===== config.mk =====
export PLATFORM = sky130hd
export DESIGN_NAME = tswc_judge
export DESIGN_NICKNAME = d
export VERILOG_FILES = /design/src/sv/tswc_pkg.sv /design/src/sv/tswc_judge.sv
export SDC_FILE = /design/constraint.sdc
export NUM_CORES = 1
export LEC_CHECK = 0
export ABC_AREA = 1
export BUFFER_PORTS_ARGS = -buffer_cell sky130_fd_sc_hd__buf_4
export CORE_MARGIN = 3
export CORE_UTILIZATION = 55
export DETAILED_ROUTE_END_ITERATION = 12
export PLACE_DENSITY = 0.78
export SLEW_MARGIN = 20
export SYNTH_ARGS = -nofsm -noshare
export SYNTH_HDL_FRONTEND = slang
export SYNTH_SLANG_ARGS = --single-unit

===== constraint.sdc =====
create_clock -name vclk -period 3.19
set_clock_uncertainty 0.2 [all_clocks]
set_input_delay 0.4785 -clock vclk [all_inputs]
set_output_delay 0.4785 -clock vclk [all_outputs]
set_load 0.03 [all_outputs]

===== src/sv/tswc_pkg.sv =====
// tswc_pkg: shared types and constants for the target sum way counter
// no dependencies; used by every module of the block but tswc_ram

package tswc_pkg;

    localparam int MAX_SUM   = 1023;
    localparam int MODULUS   = 1000000007;
    localparam int COUNT_W   = 30;
    localparam int NUM_W     = 10;
    localparam int TGT_W     = 11;
    localparam int TOTAL_W   = 20;
    localparam int ROW_DEPTH = MAX_SUM + 1;
    localparam int ADDR_W    = $clog2(ROW_DEPTH);
    localparam int CMP_W     = (ADDR_W > NUM_W) ? ADDR_W : NUM_W;
    localparam int SUM_W     = COUNT_W + 1;
    localparam int JW        = TOTAL_W + 2;
    localparam int NEED_W    = JW - 1;

    typedef logic [ADDR_W-1:0]  addr_t;
    typedef logic [COUNT_W-1:0] count_t;
    typedef logic [TOTAL_W-1:0] total_t;
    typedef logic [CMP_W-1:0]   cmp_t;
    typedef logic [NEED_W-1:0]  need_t;
    typedef logic [SUM_W-1:0]   sum_t;

    localparam sum_t  MOD_SUM  = SUM_W'(MODULUS);
    localparam addr_t ADDR_TOP = ADDR_W'(MAX_SUM);
    localparam cmp_t  MAX_CMP  = CMP_W'(MAX_SUM);
    localparam need_t MAX_NEED = NEED_W'(MAX_SUM);

    typedef struct packed {
        logic [NUM_W-1:0] number_value;
        logic             last_number;
    } in_item_t;

    typedef struct packed {
        logic [COUNT_W-1:0] way_count;
        logic               sum_too_large;
    } out_item_t;

    typedef struct packed {
        logic  flag;
        logic  zero;
        addr_t need_addr;
    } judge_t;

    typedef enum logic [2:0] {
        S_CLEAR,
        S_IDLE,
        S_UPDATE,
        S_DRAIN,
        S_JUDGE,
        S_READ,
        S_LOAD
    } state_t;

endpackage


===== src/sv/tswc_judge.sv =====
// tswc_judge: turns running total and target into needed subset sum and flags
// depends on tswc_pkg

module tswc_judge (
    input  tswc_pkg::total_t          total,
    input  logic                      saturated,
    input  logic signed [tswc_pkg::TGT_W-1:0] target,
    output tswc_pkg::judge_t          judge
);

    logic signed [tswc_pkg::JW-1:0] t_w;
    logic signed [tswc_pkg::JW-1:0] tot_w;
    logic signed [tswc_pkg::JW-1:0] d_w;
    logic                           reach;
    logic                           odd;
    tswc_pkg::need_t                need;
    logic                           too_big;

    always_comb begin
        t_w     = tswc_pkg::JW'(target);
        tot_w   = signed'({2'b00, total});
        reach   = (t_w <= tot_w) && (-t_w <= tot_w);
        d_w     = tot_w + t_w;
        odd     = d_w[0];
        need    = d_w[tswc_pkg::JW-1:1];
        too_big = need > tswc_pkg::MAX_NEED;
        judge.flag      = saturated || (reach && !odd && too_big);
        judge.zero      = saturated || !reach || odd || too_big;
        judge.need_addr = need[tswc_pkg::ADDR_W-1:0];
    end

endmodule


======== After elaboration in Yosys (flattened, before gate mapping) ========
Cells that the tools add are included.
operators by class
  add/sub/neg operators ................... 2
  magnitude comparators ................... 3
  reductions and logical operators ........ 9
operator list
  operator                                              count
  adder 21 x 11 -> 22 bit                               1
  <= comparator 22 x 21 -> 1 bit                        1
  negator 11 -> 22 bit                                  1
  > comparator 21 x 10 -> 1 bit, second input constant  1
  <= comparator 11 x 21 -> 1 bit                        1
  logical OR 1 bit                                      4
  logical AND 1 bit                                     3
  zero test 1 bit                                       2
word-level totals
  register bits after elaboration ......... 0
  input bits .............................. 32
  output and inout port bits .............. 12
  word-level logic and storage cells ...... 14

======== Longest topological paths before layout ========
  depth in word-level cells ............... 7
  mapped depth ............................ 19
  gate-level depth less buffers ........... 19

======== Least setup slack after synthesis ========
Ideal clock, no wire load.
  path type ............................... input to output
  from .................................... input target[0] (netlist bit)
  to ...................................... output judge[11] (netlist bit)
  arrival ................................. 2.509 ns
  data required time ...................... 2.511 ns
  setup slack ............................. 0.003 ns
  stages on the path ...................... 15
  path buffers ............................ 0
  cells stage by stage .................... inv_1 > ha_1 > nand3_2 > nor3_1 > xor2_1 > ha_1 > nand2_1 > o21ai_0 > a21oi_1 > nor2_1 > nor2_1 > nand2_1 > nand3_1 > a21oi_1 > nor2_1
RTL lines
  item         RTL line         text
  from (decl)  tswc_judge.sv:7  input logic signed [tswc_pkg::TGT_W-1:0] target,
  to (decl)    tswc_judge.sv:8  output tswc_pkg::judge_t judge

==> results by group <==
Status
  • Outcome: finished with violations
  • Failing checks: setup timing

Power
  • PD cells: 184 nW/um2
  • Worst IR Drop VDD: 0.120 mV
  • Pleak: 2.06 nW

Drt
  • Routed len/inst: 14.4 um
  • Vias/cell: 5.41
  • DRT Pass-1 Iters: 5
  • Vias: 3441
  • Final ANT Viol Nets: 0
  • Total Wirelength: 9150 um
  • DRC: 0
  • Drt first-iter violations: 243

Floorplanning
  • Die Span X: 76.8 um
  • Die area: 5900 um2
  • Initial Util: 0.576
  • Core area: 4790 um2
  • Io pins: 44
  • Cell Rows: 25
  • Die Y: 76.8 um

Synth
  • Simple-gate share of the synthesized area: 0.405
  • Syn_nets: 586
  • Sequential fraction of the synthesis area: 0
  • Synth Area in Compound Gates: 0.127
  • Cell count after synthesis: 492
  • Yosys cell types: 29
  • Syn_area_per_cell: 5.60 um2
  • Post-Syn Area: 2760 um2
  • Adder-cell share of the synthesized area: 0.284
  • Largest family of logic cells by synthesized area: simple AND/OR/NAND/NOR gates
  • Post-synthesis mux area share: 0
  • Total number of yosys warnings: 0
  • Post-Synth XOR/XNOR Area: 0.0540

GRT
  • First-pass GRT wire length: 13800 um
  • Grt ovf: 0
  • Tot GR Track Use: 0.274
  • Vias in the first global route: 3161
  • Pin count of the biggest net entering global routing: 21
  • Antenna violations before repair: 0

Worst setup path
  • WP data required: 2.51 ns
  • Crit Path Max Fanout: 6
  • Crit start category: primary input
  • Setup crit end kind: primary output
  • Crit Path Category: primary input to primary output
  • End of the critical path: judge[11]
  • Critical path origin: target[1]
  • WP data arrival: 2.59 ns

Placement
  • GPL Wtd Cong: 0.954
  • Worst slack at placement: -0.138 ns
  • Post-DP HPWL: 6950 um
  • I/O Buffers: 44
  • Post-DP Area: 3370 um2

Final layout
  • Most frequent cells in the layout: nand2_1, inv_1, buf_4
  • Final #Nets: 665
  • Share of layout cells above drive strength 1: 0.260
  • Area delta synth->final: 34.2%
  • Num sequential: 0
  • Antenna cells: 0
  • Commonest non-fill, non-tap cell in the layout: nand2_1
  • Fillers: 367
  • Clock buf count: 0
  • FF/Latch Area: 0 um2
  • Design area: 3700 um2
  • Finished Core Util: 0.773

Timing
  • Final setup fails: 2
  • Fin crit share: 1.03
  • Fin worst setup slack: -0.0806 ns
  • Slew headroom: 0.784
  • Unrepaired setup endpoints after global routing: yes
  • Slew Limit Fails: 0
  • Slew @ Worst Pin: 0.324 ns
  • Fin crit period: 3.27 ns
  • Final setup TNS: -0.150 ns
  • Hold Fails Final Rpt: 0
  • Hold Slack: 1.14 ns
  • FMAX: 306 MHz

Clocking
  • Number of hold buffers added after CTS: 0

Job
  • Maxcap violations: 0

Min path
  • Hold Path Class: primary input to primary output
metal layers:
layer / track usage / part of all wire / vias to the layer above
met3: 0.00469 / 0.049 / 26
li1: - / - / 1714
met4: 0.0362 / 0.034 / 0
met1: 0.380 / 0.45 / 1585
met2: 0.483 / 0.47 / 116
met5: 0 / 0 / -
worst max-delay path: stages:
cell and delay, ns:
buf_6 0.11, inv_2 0.08, ha_4 0.17, nand3_4 0.12
o21bai_4 0.21, nand2_1 0.10, ha_1 0.28, nand2_1 0.13
nor4_1 0.33, nand3_1 0.15, nand3_2 0.12, a21oi_2 0.05
nor2_1 0.09, buf_4 0.17
synthesized netlist by cell type, types with 4 or more instances:
library cell	count	area [um2]
a21oi_1	25	125
a21oi_2	7	61.3
ha_1	61	763
inv_1	91	342
inv_2	5	18.8
nand2_1	132	495
nand2_2	4	25.0
nand3_1	28	140
nand4_1	9	56.3
nor2_1	65	244
nor2_2	5	31.3
nor3_1	8	40.0
o21ai_0	12	60.1
o21bai_1	5	37.5
xnor2_1	6	52.6
xor2_1	11	96.3
how the worst min path moves through the flow:
stage	start	to	slack [ns]	cells past startpoint
after floorplan	saturated	judge[11]	0.99	2
after global placement	saturated	judge[11]	1.13	4
after detailed placement	saturated	judge[11]	1.12	4
after CTS	saturated	judge[11]	1.12	4
after global routing	saturated	judge[11]	1.14	4
final	saturated	judge[11]	1.14	4
power by group:
part           total, W  switching, W  internal, W
sequential            0             0            0
clock                 0             0            0
combinational  0.000682      0.000411     0.000271
total          0.000682      0.000411     0.000271
kinds of logic after synthesis:
family / after synthesis
AO/OA/AOI/OAI: 56
XOR/XNOR: 17
buffers and inverters: 96
AND/OR/NAND/NOR: 261
adder cells (fa/ha/maj): 62
layout make-up:
type | instances | area [um2] | area share
well taps | 67 | 83.8 | 0.0227
repair buffers | 77 | 616 | 0.166
inverters | 96 | 368 | 0.0994
multi-input cells | 396 | 2630 | 0.712
per-stage QoR:
step                power [W]  cells
floorplan            0.000392    492
global placement     0.000595    630
detailed placement   0.000605    630
CTS                  0.000623    631
global route         0.000749    636
finish               0.000682    636
timing repair:
item                                    4_1_cts  5_1_grt
setup buffers                                 1        5
gates resized for setup                      24       44
endpoints found under the setup margin        2        2
pin swaps                                    12       30
(Power assumes the default switching activity.)
