--- src/sv/tswc_ram.sv ---
// tswc_ram: generic ram, one write port and two registered read ports
// no dependencies

module tswc_ram #(
    parameter int WIDTH = 8,
    parameter int DEPTH = 16
) (
    input  logic                     clk,
    input  logic                     we,
    input  logic [$clog2(DEPTH)-1:0] waddr,
    input  logic [WIDTH-1:0]         wdata,
    input  logic [$clog2(DEPTH)-1:0] raddr_a,
    output logic [WIDTH-1:0]         rdata_a,
    input  logic [$clog2(DEPTH)-1:0] raddr_b,
    output logic [WIDTH-1:0]         rdata_b
);

    logic [WIDTH-1:0] mem [DEPTH];

    always_ff @(posedge clk) begin
        if (we) begin
            mem[waddr] <= wdata;
        end
        rdata_a <= mem[raddr_a];
        rdata_b <= mem[raddr_b];
    end

endmodule

--- config.mk ---
export PLATFORM = sky130hd
export DESIGN_NAME = tswc_ram
export DESIGN_NICKNAME = d
export VERILOG_FILES = /design/src/sv/tswc_ram.sv
export SDC_FILE = /design/constraint.sdc
export NUM_CORES = 1
export LEC_CHECK = 0
export BUFFER_PORTS_ARGS = -buffer_cell sky130_fd_sc_hd__buf_2
export CORE_MARGIN = 1
export CORE_UTILIZATION = 60
export CTS_CLUSTER_DIAMETER = 40
export DETAILED_ROUTE_END_ITERATION = 8
export GPL_ROUTABILITY_DRIVEN = 0
export PLACE_DENSITY = 0.87
export SLEW_MARGIN = 20
export SYNTH_ARGS = -nofsm -noshare
export SYNTH_HDL_FRONTEND = slang
export SYNTH_SLANG_ARGS = --single-unit
--- constraint.sdc ---
create_clock -name clk -period 2.1 [get_ports clk]
set_input_delay 0.21 -clock clk [delete_from_list [all_inputs] [get_ports clk]]
set_output_delay 0.21 -clock clk [all_outputs]
set_load 0.02 [all_outputs]
; Word-level counts from Yosys, hierarchy flattened
; Memories as Yosys holds them, arrays and structs flattened. A register that Yosys moved wholly into a read port is not among the register bits.
; Index checks and enable logic that the tools add are counted.
[classes]
addsub = 0
multipliers = 0
n_div = 0
n_lt_le_gt_ge = 0
n_eq_ne = 0
shift = 0
n_mux = 2
bitwise_logic = 0
n_reduce_logical = 0
[ops]
columns = op, count
row1 = $mux 1, 2
[word_totals]
regBits = 0
latchBits = 0
ram_bits = 128
mem_bits_ro = 0
in_bits = 22
output_inout_bits = 16
elab_cells = 3
n_memories = 1
[mem_list]
columns = memory, words, word_bits, rd, rd_ports_with_merged_regs, write_ports, line_no
row1 = mem, 16, 8, 2, 2, 1, 18  ; logic [WIDTH-1:0] mem [DEPTH];

; Depth between registers and ports, before layout
; Gate-level depths: netlist of the first run.
[depth]
depth_word = 2
ltp_mapped = 5
depth_no_buf = 3

; Worst setup path after synthesis of the first run
; OpenSTA, ideal clock, no wires.
[synth_timing]
path_type = input to register
startpoint = input waddr[2]
endpoint = memory mem[0][0] (enable)
setup_ns = 0.383
t_arrival_ns = 1.320
required_time_ns = 1.717
setup_slack_ns = 0.397
path_stages = 2
path_buffers = 0
cell_sequence = or3b_2 nor3_1
[synth_lines]
columns = element, line_no
row1 = "start, declared", 10  ; input logic [$clog2(DEPTH)-1:0] waddr,
row2 = "end, declared", 18
; Straight into the memory's write port.

==> results of run 1 <==
==> sequential cells by signal (all words and copies together), names as in the netlist <==
register  cells
rdata_a       8
mem         128
rdata_b       8
==> worst register-to-register path, cell delays in order (launching register included) <==
cell      delay [ns]
edfxtp_1        0.40
mux4_1          0.52
a22oi_1         0.37
nand2_1         0.11
==> worst min path at each step <==
stage	depth (start not counted)	slack [ns]	to
final	1	0.06	mem[8][5]
after global routing	1	0.04	mem[12][7]
after CTS	1	0.04	mem[2][7]
after detailed placement	1	0.60	mem[1][7]
after global placement	1	0.58	mem[3][7]
after floorplan	0	0.31	mem[0][0]
==> Yosys cell counts <==
master           count
and2b_1              2
edfxtp_1           128
nand2_1             17
or3b_2               1
buf_2                6
mux4_4               2
a22oi_1             32
nand3b_1             2
clkdlybuf4s25_2      6
nor3_1               4
mux4_1              28
dfxtp_1             16
buf_6                6
and2_1               2
nor2_1              14
nor2b_1              2
nand3_1              1
mux4_2              34
nand2b_1             2
buf_4                2
==> kinds of logic (layout without fill, tap and decap cells) <==
group,after synthesis,count (layout)
multiplexers,64,64
flip-flops,144,144
AO/OA/AOI/OAI,32,32
buffers and inverters,20,97
AND/OR/NAND/NOR,47,47
==> through the flow <==
step	cells	hold slack, ns
6_report	520	0.0637
5_1_grt	520	0.0422
4_1_cts	520	0.0381
3_5_place_dp	488	0.596
3_3_place_gp	488	0.579
2_1_floorplan	307	0.309
==> where the power goes <==
part / switching [mW] / leakage (nW) / internal [mW]
Clock: 1.13 / 0.275 / 1.84
Sequential: 0.0341 / 1.29 / 3.21
Combinational: 0.294 / 1.01 / 0.229
==> per-layer routing <==
layer / vias to the layer above / share of wire, %
met5: - / 0
met4: 0 / 3.6
met3: 30 / 9.1
met2: 229 / 51
met1: 1810 / 37
li1: 1476 / -
==> layout make-up <==
class / count / area, sq um / share of cell area [%]
clock buffers: 19 / 432 / 5.87
clock inverters: 13 / 163 / 2.21
well taps: 136 / 170 / 2.31
repair buffers: 65 / 420 / 5.71
multi-input cells: 143 / 2010 / 27.3
flip-flops and latches: 144 / 4160 / 56.6
==> run metrics, run 1 <==
nets 393; FMAX 651 MHz; proportion of synthesized area in mux cells 24.4%; largest cells by area after synthesis edfxtp_1 61%, mux4_2 12%, mux4_1 12%; Mapped Nets 329; worst-skew pair later-pin latency 0.52 ns; routed vias/inst 6.82; IO Pins 38; outcome complete, no violations; RSZ-0062 raised after global routing false; most frequent cells in the layout 128 x edfxtp_1, 37 x buf_2, 34 x mux4_2; Worst Reg-to-Reg Cells 3; Via Count 3545; H-tree lvl count 4; largest family of logic cells by synthesized area multiplexers; first-pass GRT wire length 21.3 mm; synth unique cells 20; Area Overhead vs Synth 16.0%; remaining global-route overflow 0; period utilization 73.2%; Final WS setup 0.563 ns; Yosys top cell by area edfxtp_1; gr usage total 28.2%; Total Wirelength 13.9 mm; initial antenna violation count 0; Ys Warns 0; setup-violating endpoint count in the final report 0; pre-CTS setup slack 0.358 ns; Worst Path Max Fanout 2; WP buf/inv 0; Crit. path cell count 3; crit end category register; Cell Area, Placed 6760 sq um; most common cell after layout, fill and taps aside edfxtp_1; register area share after synthesis 65.6%; Critical R2R Capture rdata_a[4]; cell area after layout 7360 sq um; # Post-CTS Setup Buffers 0; Compound-Gate Fraction of Synth Area 3.79%; die width 105 um; Final ANT Viol Nets 0; crit path from mem[9][4]; #FFs+latches synth 144; total CTS buffers 17; Reg clk slew, reported paths 0.06 ns; slowest stage cell, crit path mux4_1; CP cell instances mux4_1, a22oi_1, nand2_1; Reg2Reg Setup Slack 0.56 ns; # rows 37; area of the core 10300 sq um; Worst Path Required 2.49 ns; clock root buffer clkbuf_8; met3 Usage GRT 8.11%; Pleak 2.58 nW; Synth Area in Simple Gates 3.43%; Synth top area share 60.6%; Adder-Cell Fraction of Synth Area 0%; Syn Std Cell Area 6350 sq um; CP Launch Type register; overall die height 105 um; number of global-route vias before repair 3555; Die ar. 11000 sq um; Mapped Cells 307; fin util 71.6%; 1st-pass router iterations 6; largest net degree at the start of global routing 20; total power draw 6.73 mW; final hold viol count 0; Setup Crit Path Kind register to register; share of cells above drive strength 1 34.4%; post-DR wirelength/cell 26.8 um; initial core utilization 61.7%; # DRC 0; M1 GR Usage 37.3%; Rel. slew slack 50.8%; hold crit path type primary input to register; critical path's top delay family multiplexers; GRT Max-Usage Layer met2; initial DRC count 334; Slew Limit Fails 0; Worst Setup EP rdata_a[4]; Post-CTS Resized 0; routing usage on met2 43.0%; WP data arrival 1.93 ns; ant diodes 0; IO Port Bufs 37; post-layout min period 1.54 ns; CTS tree yes; slowest cell delay on critical path 0.52 ns; fillers 600; max-cap viol count 0; post-route setup TNS 0 ns; Mean Syn Cell Area 20.7 sq um; Max clock buf depth 2; # hold bufs at CTS 0; clk sinks 144; Detail Placement HPWL 9.14 mm; Worst Tran Pin Value 0.735 ns; Reg2Reg Launch Point mem[9][4]; peak supply drop 690 uV; Final Skew 0.00713 ns; XOR/XNOR Fraction of Synth Area 0%; PwrDens 915 nW/um^2; hold_sp wdata[5]
No activity file was read; power rests on OpenSTA's default activity.
==> run 2, diff against run 1 <==
- clock period: 2.1 -> 1.5 ns (I/O delays scaled with it)
==> run metrics, run 2 (synthesized netlist as in run 1, its figures left out) <==
remaining global-route overflow 0; most frequent cells in the layout 128 x edfxtp_1, 37 x buf_2, 36 x buf_4; H-tree lvl count 4; Final ANT Viol Nets 0; # rows 37; overall die height 105 um; Reg2Reg Setup Slack 0.09 ns; # DRC 0; Worst Path Required 1.90 ns; Post-CTS Resized 0; fillers 594; CP Launch Type register; WP data arrival 1.82 ns; post-layout min period 1.41 ns; Total Wirelength 14.2 mm; most common cell after layout, fill and taps aside edfxtp_1; WHS Endpoint mem[5][0]; clk sinks 144; first-pass GRT wire length 21.2 mm; pre-CTS setup slack -0.155 ns; Rel. slew slack 46.4%; share of cells above drive strength 1 36.1%; Via Count 3563; Pleak 2.66 nW; most flop-heavy register mem; Worst Tran Pin Value 0.800 ns; Reg2Reg Launch Point mem[10][3]; ant diodes 0; IO Port Bufs 37; Reg clk slew, reported paths 0.06 ns; routed vias/inst 6.62; outcome complete, no violations; Min-Delay Path Depth 1; Detail Placement HPWL 9.06 mm; clock root buffer clkbuf_8; max-cap viol count 0; total power draw 9.39 mW; Die ar. 11000 sq um; Final WS setup 0.0864 ns; Sw Share 22.9%; clock power share 43.4%; die width 105 um; Critical R2R Capture rdata_b[3]; IO Pins 38; Slew Limit Fails 0; hold crit path type primary input to register; power share of the combinational group 8.2%; biggest regs mem (128), rdata_a (8), rdata_b (8); RSZ-0062 raised after global routing false; Final Skew 0.00949 ns; Max clock buf depth 2; final hold viol count 0; FMAX 707 MHz; post-DR wirelength/cell 26.3 um; Area Overhead vs Synth 18.5%; largest net degree at the start of global routing 20; number of global-route vias before repair 3604; worst-skew pair later-pin latency 0.52 ns; hold_sp wdata[0]; peak supply drop 679 uV; area of the core 10300 sq um; Worst Reg-to-Reg Cells 3; Worst Path Max Fanout 2; crit end category register; Final Non-Filler Cells 538; nets 411; Largest register FFs 128; CTS tree yes; gr usage total 28.1%; period utilization 94.2%; sequential power share 48.4%; initial antenna violation count 0; P_sw 2.15 mW; 1st-pass router iterations 5; PwrDens 1250 nW/um^2; total CTS buffers 17; Setup Crit Path Kind register to register; Placed Cells incl. Taps 500; hold slack 0.0252 ns; Power Internal 7.24 mW; initial DRC count 323; setup-violating endpoint count in the final report 0; # Post-CTS Setup Buffers 0; initial core utilization 61.7%; # hold bufs at CTS 5
## run 2: cell types whose count changed in the layout (fill, tap and decap cells not counted), moves of 2 or more
cell	before	now
dlygate4sd3_1	0	6
inv_6	2	5
buf_4	26	36
buf_12	2	4
## run 2: worst max-delay path by stage
stage | start | to | slack (ns) | cells after the start
finish | mem[10][3] | rdata_b[3] | 0.09 | 3
CTS | mem[10][3] | rdata_b[3] | 0.1 | 3
global placement | raddr_a[0] | rdata_a[6] | -0.14 | 6
floorplan | waddr[2] | mem[3][0] | 0.08 | 2
detailed placement | raddr_a[0] | rdata_a[6] | -0.16 | 6
global route | mem[3][0] | rdata_a[0] | 0.03 | 3
## run 2: area by class of cell
class	instances	area [sq um]	area share (%)
flip-flops and latches	144	4160	55.4
well taps	136	170	2.26
multi-input cells	143	2010	26.8
clock inverters	14	155	2.06
clock buffers	18	418	5.56
repair buffers	83	596	7.92
## run 2: per-stage QoR
step | cell area (sq um) | utilization (%) | setup TNS [ns]
6_report | 7520 | 73.1 | 0
3_3_place_gp | 6880 | 67.0 | -0.573
5_1_grt | 7520 | 73.1 | 0
4_1_cts | 7510 | 73.0 | 0
2_1_floorplan | 6350 | - | 0
3_5_place_dp | 6880 | 67.0 | -0.864
## run 2: layer usage
layer	wire [um]	track usage [%]
met1	5450	35.8
met2	7370	46.0
met3	1120	8.61
met4	232	10.6
met5	0	0
## run 2: power groups by stage
stage / logic [mW] / clock network, mW / registers, mW
after CTS: 0.770 / 4.11 / 4.54
final: 0.771 / 4.07 / 4.54
after global placement: 0.730 / 0 / 4.61
after global routing: 0.818 / 4.25 / 4.55
after detailed placement: 0.754 / 0 / 4.62
after floorplan: 0.406 / 0 / 4.67
## run 2: worst max-delay path: stages, from the launching register on
cell and delay, ns:
edfxtp_1 0.40, mux4_1 0.50, a22oi_1 0.32, nand2_1 0.08
