--- src/sv/tswc_pkg.sv ---
// tswc_pkg: shared types and constants for the target sum way counter
// no dependencies; used by every module of the block but tswc_ram

package tswc_pkg;

    localparam int MAX_SUM   = 1023;
    localparam int MODULUS   = 1000000007;
    localparam int COUNT_W   = 30;
    localparam int NUM_W     = 10;
    localparam int TGT_W     = 11;
    localparam int TOTAL_W   = 20;
    localparam int ROW_DEPTH = MAX_SUM + 1;
    localparam int ADDR_W    = $clog2(ROW_DEPTH);
    localparam int CMP_W     = (ADDR_W > NUM_W) ? ADDR_W : NUM_W;
    localparam int SUM_W     = COUNT_W + 1;
    localparam int JW        = TOTAL_W + 2;
    localparam int NEED_W    = JW - 1;

    typedef logic [ADDR_W-1:0]  addr_t;
    typedef logic [COUNT_W-1:0] count_t;
    typedef logic [TOTAL_W-1:0] total_t;
    typedef logic [CMP_W-1:0]   cmp_t;
    typedef logic [NEED_W-1:0]  need_t;
    typedef logic [SUM_W-1:0]   sum_t;

    localparam sum_t  MOD_SUM  = SUM_W'(MODULUS);
    localparam addr_t ADDR_TOP = ADDR_W'(MAX_SUM);
    localparam cmp_t  MAX_CMP  = CMP_W'(MAX_SUM);
    localparam need_t MAX_NEED = NEED_W'(MAX_SUM);

    typedef struct packed {
        logic [NUM_W-1:0] number_value;
        logic             last_number;
    } in_item_t;

    typedef struct packed {
        logic [COUNT_W-1:0] way_count;
        logic               sum_too_large;
    } out_item_t;

    typedef struct packed {
        logic  flag;
        logic  zero;
        addr_t need_addr;
    } judge_t;

    typedef enum logic [2:0] {
        S_CLEAR,
        S_IDLE,
        S_UPDATE,
        S_DRAIN,
        S_JUDGE,
        S_READ,
        S_LOAD
    } state_t;

endpackage

--- src/sv/tswc_mod_add.sv ---
// tswc_mod_add: modular adder shared by every row update
// depends on tswc_pkg

module tswc_mod_add (
    input  tswc_pkg::count_t a,
    input  tswc_pkg::count_t b,
    output tswc_pkg::count_t sum
);

    tswc_pkg::sum_t raw;
    tswc_pkg::sum_t red;

    always_comb begin
        raw = {1'b0, a} + {1'b0, b};
        red = raw - tswc_pkg::MOD_SUM;
        sum = (raw >= tswc_pkg::MOD_SUM) ? red[tswc_pkg::COUNT_W-1:0]
                                         : raw[tswc_pkg::COUNT_W-1:0];
    end

endmodule

--- config.mk ---
export PLATFORM = sky130hd
export DESIGN_NAME = tswc_mod_add
export DESIGN_NICKNAME = d
export VERILOG_FILES = /design/src/sv/tswc_pkg.sv /design/src/sv/tswc_mod_add.sv
export SDC_FILE = /design/constraint.sdc
export NUM_CORES = 1
export LEC_CHECK = 0
export ABC_AREA = 0
export BUFFER_PORTS_ARGS = -buffer_cell sky130_fd_sc_hd__buf_2
export CAP_MARGIN = 5
export CORE_AREA = 3 3 83 85
export DETAILED_ROUTE_END_ITERATION = 8
export DIE_AREA = 0 0 86 88
export GPL_TIMING_DRIVEN = 0
export PLACE_DENSITY_LB_ADDON = 0.1
export REMOVE_ABC_BUFFERS = 1
export SYNTH_ARGS = -nofsm -noshare
export SYNTH_HDL_FRONTEND = slang
export SYNTH_SLANG_ARGS = --single-unit
export TNS_END_PERCENT = 100
--- constraint.sdc ---
create_clock -name vclk -period 4.25
set_input_delay 0 -clock vclk [all_inputs]
set_output_delay 0 -clock vclk [all_outputs]
set_load 0.02 [all_outputs]
## After elaboration in Yosys (flattened, before gate mapping)

Cells that the tools add are included.

| word-level totals | value |
|---|---|
| register bits | 0 |
| input bits | 60 |
| output and inout bits | 30 |
| word-level logic and storage cells | 4 |

| cells by class | value |
|---|---|
| $add $sub $neg | 2 |
| magnitude comparators | 1 |
| multiplexer cells | 1 |

Operators by type and width:

| kind | number |
|---|---|
| adder 30 x 30 -> 31 bit | 1 |
| greater-or-equal comparator 31 x 30 -> 1 bit (second input constant) | 1 |
| two-way mux 30 bit | 1 |
| subtractor 30 bit (second input constant) | 1 |

## Depth between registers and ports, before layout

Gate-level depths: netlist (run 1).

| logic depth | value |
|---|---|
| depth after elaboration | 3 |
| mapped depth | 15 |
| depth with buffers taken out | 14 |

## Worst setup path after synthesis (run 1)

Ideal clock, no wire load.

| timing path | value |
|---|---|
| path type | input port to output port |
| start point | input a[0] |
| end point | output sum[2] |
| arrival time | 3.290 ns |
| data required time | 4.250 ns |
| slack | 0.960 ns |
| cell stages on the path | 14 |
| buffers on the path | 1 |
| cell sequence | ha_1 inv_1 fa_1 nand2b_2 a211oi_2 o21ai_0 a2111oi_4 nor3_1 or3_1 o311ai_2 o211ai_2 buf_2 nor2_1 xor2_1 |

| between the ends | value |
|---|---|
| longest elaborated chain between the ends | 3 |
| elaborated cells on any way between the ends | 4 |
| classes of those cells | 2 x add/sub; 1 x order compare; 1 x mux |

RTL lines:

| item | line | text |
|---|---|---|
| start, declared | tswc_mod_add.sv:5 | `input tswc_pkg::count_t a,` |
| adder 30 x 30 -> 31 bit (*) | tswc_mod_add.sv:14 | `raw = {1'b0, a} + {1'b0, b};` |
| subtractor 30 bit / greater-or-equal comparator 31 x 30 -> 1 bit (equally long branches) | tswc_mod_add.sv:15, tswc_mod_add.sv:16 |  |
| two-way mux 30 bit (*) | tswc_mod_add.sv:16 | `sum = (raw >= tswc_pkg::MOD_SUM) ? red[tswc_pkg::COUNT_W-1:0]` |
| end, declared | tswc_mod_add.sv:7 | `output tswc_pkg::count_t sum` |

Every way passes the cells marked *; elsewhere a longest branch is shown, timed or not.

## Worst setup path in the final report (run 1)

| timing path | value |
|---|---|
| start point | input a[3] |
| end point | output sum[8] |

Same word-level chain as after synthesis.

==> results of run 1 <==
==> synthesized netlist by cell type, drive strengths merged, types with 7 or more instances <==
cell,instances
clkbuf,9
nand2b,8
xnor2,42
and3,8
nor2,28
inv,13
a21oi,46
nand3,9
xor2,15
ha,31
nand4,7
a21o,13
nor3,16
buf,9
o21ai,25
nand2,38
==> report_power, final <==
| part | internal, mW | leakage, nW | switching, mW |
|---|---|---|---|
| Combinational | 0.374 | 1.47 | 0.620 |
| Clock | 0 | 0 | 0 |
| Sequential | 0 | 0 | 0 |
==> cell families (layout without fill, tap and decap cells) <==
| kind of cell | after synthesis | in the layout |
|---|---|---|
| AOI/OAI and AO/OA | 140 | 141 |
| xor gates and xnor gates | 57 | 57 |
| adders and majority gates | 32 | 32 |
| buffers and inverters | 31 | 104 |
| muxes | 3 | 3 |
| and+or+nand+nor | 142 | 142 |
==> through the flow <==
step	hold WS [ps]	worst slack, ps
final	469	266
after global placement	464	-115
after CTS	469	159
after global routing	508	8.14
after floorplan	306	662
after detailed placement	469	-149
==> final cells by class <==
cell class | count | area [um^2]
Inverter | 13 | 48.8
Timing Repair Buffer | 91 | 458
Fill cell | 685 | 2950
Multi-Input combinational cell | 375 | 2720
Tap cell | 77 | 96.3
==> worst max-delay path: stages <==
cell	delay [ps]
buf_2	100
ha_1	440
a21o_1	230
a21oi_1	400
a21oi_1	250
nor3_1	400
nor3_1	150
a311o_1	400
xnor2_1	190
o21ai_1	410
o211ai_4	280
nor4_2	390
xnor2_1	160
buf_2	180
==> timing repair <==
item | 4_1_cts | 5_1_grt
gates cloned | 0 | 1
pin swaps | 0 | 2
endpoints found under the setup margin | 24 | 26
resized for setup | 1 | 5
setup buffers | 0 | 1
==> layer usage <==
metal / global-route usage / share of wire
met4: 0.00719 / 0.0024
met1: 0.298 / 0.50
met5: 0 / 0
met2: 0.317 / 0.44
met3: 0.00564 / 0.054
==> worst paths after layout <==
path | start | to | slack [ps]
setup / recovery | a[3] | sum[8] | 270
hold / removal | b[0] | sum[0] | 470
==> out/metrics.cfg, run 1 <==
[run_status]
status=finished, final reports clean

[timing]
fin_setup_tns_ps=0
setup_viol=0
hold_viol=0
worst_slew_pin_slew_ps=632
slew_headroom=0.576
period_needed_ps=3980
fmax_ghz=0.251
rsz0062_at_grt=no
post-route-period-util=0.937
slew_viol_final=0

[yosys]
synth_area_leader_cell=ha_1
synth-xor-area-share=0.178
synthMuxAreaShare=0.0116
synth_top_area_frac=0.138
synth.avg_cell_area_um2=6.92
syn_inst=405
yosysWarningCount=0
synth_top_family_by_area=compound AO/OA/AOI/OAI gates
synth-adder-area-share=0.146
synthTopCellsByArea=ha_1 (14%), xnor2_1 (13%), a21oi_1 (8.0%)
synth-simple-area-share=0.274
netlist_area_um2=2800
yosysUniqueCellTypes=67
synth-seq-area-share=0
synth_compound_area_frac=0.343

[layout]
syn_to_final_growth_pct=18.7
final_cell_mix=buf_2 (90), a21oi_1 (45), xnor2_1 (41)
fin_util=0.530
diodes=0
fin_area_um2=3320
stdcell_count=556
nets=573
seq_cell_count=0
drive_above_1_share=0.253
regArea_um2=0
layout_commonest_cell=buf_2
nClkBuffers=0

[routing]
routed_via_density=5.81
drt_iter0_drc=174
ant_nets=0
route.detailed.drc=0
firstDrtPassIters=4
wire_per_inst_um=14.4
routed_wl_mm=8.02
route.vias.total=3231

[floorplanning]
start_util=0.446
die_area_um2=7570
coreArea_um2=6280
fp-row-count=29
ioPinCount=90
die_y_um=88
die_x_um=86

[worst_setup_path]
cp-start-kind=input pin
critPathRequiredTime_ps=4250
cp_max_fo=14
cp.arrival_ps=3980
end_kind=output port
worstSetupPathType=input pin to output port

[place]
dpl.cell_count=554
place_congestion=0.868
dp_hpwl_mm=6.65
dpl-instance-area_um2=3260
io_buffer_count=90

[min_path]
hold_class=input pin to output port
hold_depth=4

[global_routing]
antenna_found_initial=0
grt_overflow=0
grtUsageTotal=0.195
grt_max_degree=28
grt_pass1_wl_mm=12.8
grt_pass1_vias=2823

[clocking]
ctsHoldBuffers=0

[flow_run]
cap_violations=0

[pwr]
power.total_uw=994
irDropWorstVdd_mv=0.275
p_per_area_nw_per_um2=299
leakage_nw=1.47

Power figures use the tool's default switching activity.
==> inputs of run 2 (changes only) <==
BUFFER_PORTS_ARGS = -buffer_cell sky130_fd_sc_hd__buf_4   (was -buffer_cell sky130_fd_sc_hd__buf_2)
clock period = 5.1 ns   (was 4.25 ns; I/O delays follow)
==> out/metrics.cfg, run 2 (synthesis results as in run 1) <==
[routing]
routed_via_density=5.85  ; was 5.81
routed_wl_mm=7.87  ; was 8.02 mm
route.vias.total=3242  ; was 3231
route.detailed.drc=0  ; unchanged
ant_nets=0  ; unchanged
drt_iter0_drc=194  ; was 174
wire_per_inst_um=14.2  ; was 14.4 um
firstDrtPassIters=5  ; was 4

[layout]
regArea_um2=0  ; unchanged
final_cell_mix=buf_4 (90), a21oi_1 (45), xnor2_1 (42)  ; was buf_2 (90), a21oi_1 (45), xnor2_1 (41)
nClkBuffers=0  ; unchanged
nets=571  ; was 573
layout_commonest_cell=buf_4  ; was buf_2
fin_util=0.556  ; was 0.530
syn_to_final_growth_pct=24.5  ; was 18.7%
fin_area_um2=3490  ; was 3320 um^2
seq_cell_count=0  ; unchanged
fillerInstances=638  ; was 685
diodes=0  ; unchanged
stdcell_count=554  ; was 556
drive_above_1_share=0.243  ; was 0.253

[timing]
period_needed_ps=4380
slew_viol_final=0  ; unchanged
worst_slack_ps=719  ; was 266 ps
hold_slack_ps=476  ; was 469 ps
hold_viol=0  ; unchanged
post-route-period-util=0.859
rsz0062_at_grt=no  ; unchanged
slew_headroom=0.186  ; was 0.576
fin_setup_tns_ps=0  ; unchanged
setup_viol=0  ; unchanged
fmax_ghz=0.228
worst_slew_pin_slew_ps=1220  ; was 632 ps

[worst_setup_path]
end_kind=output port  ; unchanged
cp.arrival_ps=4380  ; was 3980 ps
startpoint=a[0]  ; was a[3]
worstSetupPathType=input pin to output port  ; unchanged
cp-start-kind=input pin  ; unchanged
critPathRequiredTime_ps=5100  ; was 4250 ps
cp_max_fo=27  ; was 14

[floorplanning]
ioPinCount=90  ; unchanged
fp-row-count=29  ; unchanged
start_util=0.446  ; unchanged
die_y_um=88  ; unchanged
coreArea_um2=6280  ; unchanged
die_area_um2=7570  ; unchanged
die_x_um=86  ; unchanged

[clocking]
post_cts_buffers=0  ; unchanged
ctsHoldBuffers=0  ; unchanged
ctsResizeCount=0  ; was 1

[pwr]
leakage_nw=1.53  ; was 1.47 nW
p_switching_uw=508  ; was 620 uW
intPower_uw=372  ; was 374 uW
irDropWorstVdd_mv=0.220  ; was 0.275 mV
power.total_uw=881  ; was 994 uW
switching_share=0.577  ; was 0.624
p_per_area_nw_per_um2=253  ; was 299 nW/um^2
seqPwrFrac=0  ; about the same
power_frac_comb=1.000  ; about the same
p_clk_frac=0  ; about the same

[global_routing]
grt_pass1_wl_mm=12.7  ; was 12.8 mm
grt_pass1_vias=2800  ; was 2823
grtUsageTotal=0.194  ; was 0.195
grt_overflow=0  ; unchanged
grt_max_degree=28  ; unchanged
antenna_found_initial=0  ; unchanged

[run_status]
status=finished, final reports clean  ; unchanged

[place]
dp_hpwl_mm=6.69  ; was 6.65 mm
dpl-instance-area_um2=3490  ; was 3260 um^2
dp_slack_ps=700  ; was -149 ps
place_congestion=0.870  ; was 0.868
io_buffer_count=90  ; unchanged
dpl.cell_count=554  ; unchanged

[min_path]
hold_class=input pin to output port  ; unchanged
hold_start=b[0]  ; unchanged
hold_depth=4  ; unchanged

[flow_run]
cap_violations=0  ; unchanged

==> run 2: cell types whose count changed in the layout (fill, tap and decap cells not counted), sizes merged <==
cell / delta
buf: -1
o211ai: -1
==> run 2: path summary, 6_finish.rpt <==
path      end
min    sum[0]
max   sum[19]
==> run 2: power groups by stage <==
stage	combinational (mW)	clock, mW	sequential [mW]
floorplan	0.589	0	0
global placement	0.872	0	0
detailed placement	0.879	0	0
CTS	0.881	0	0
global route	0.957	0	0
finish	0.881	0	0
==> run 2: area by class of cell <==
cell class	count	area, um^2	share of cell area
timing repair buffer	90	676	0.194
inverter	13	48.8	0.0140
multi-input combinational	374	2670	0.765
tap	77	96.3	0.0276
==> run 2: per-layer routing <==
layer	vias to the layer above	track usage	wire length (um)
met5	-	0	0
met4	0	0.00144	0
met3	0	0.00564	455
met2	90	0.329	3590
met1	1498	0.289	3820
li1	1654	-	-
==> run 2: critical path, cell delays in order <==
cell and delay, ps:
buf_4 80, ha_1 160, inv_1 50, fa_1 420, nand2b_2 240, a211oi_2 470
o211a_1 280, o21ai_1 110, a21oi_1 320, nor3_1 110, nor3b_2 430, o311ai_2 180
o211ai_2 970, nor2_1 150, xnor2_1 240, buf_4 180
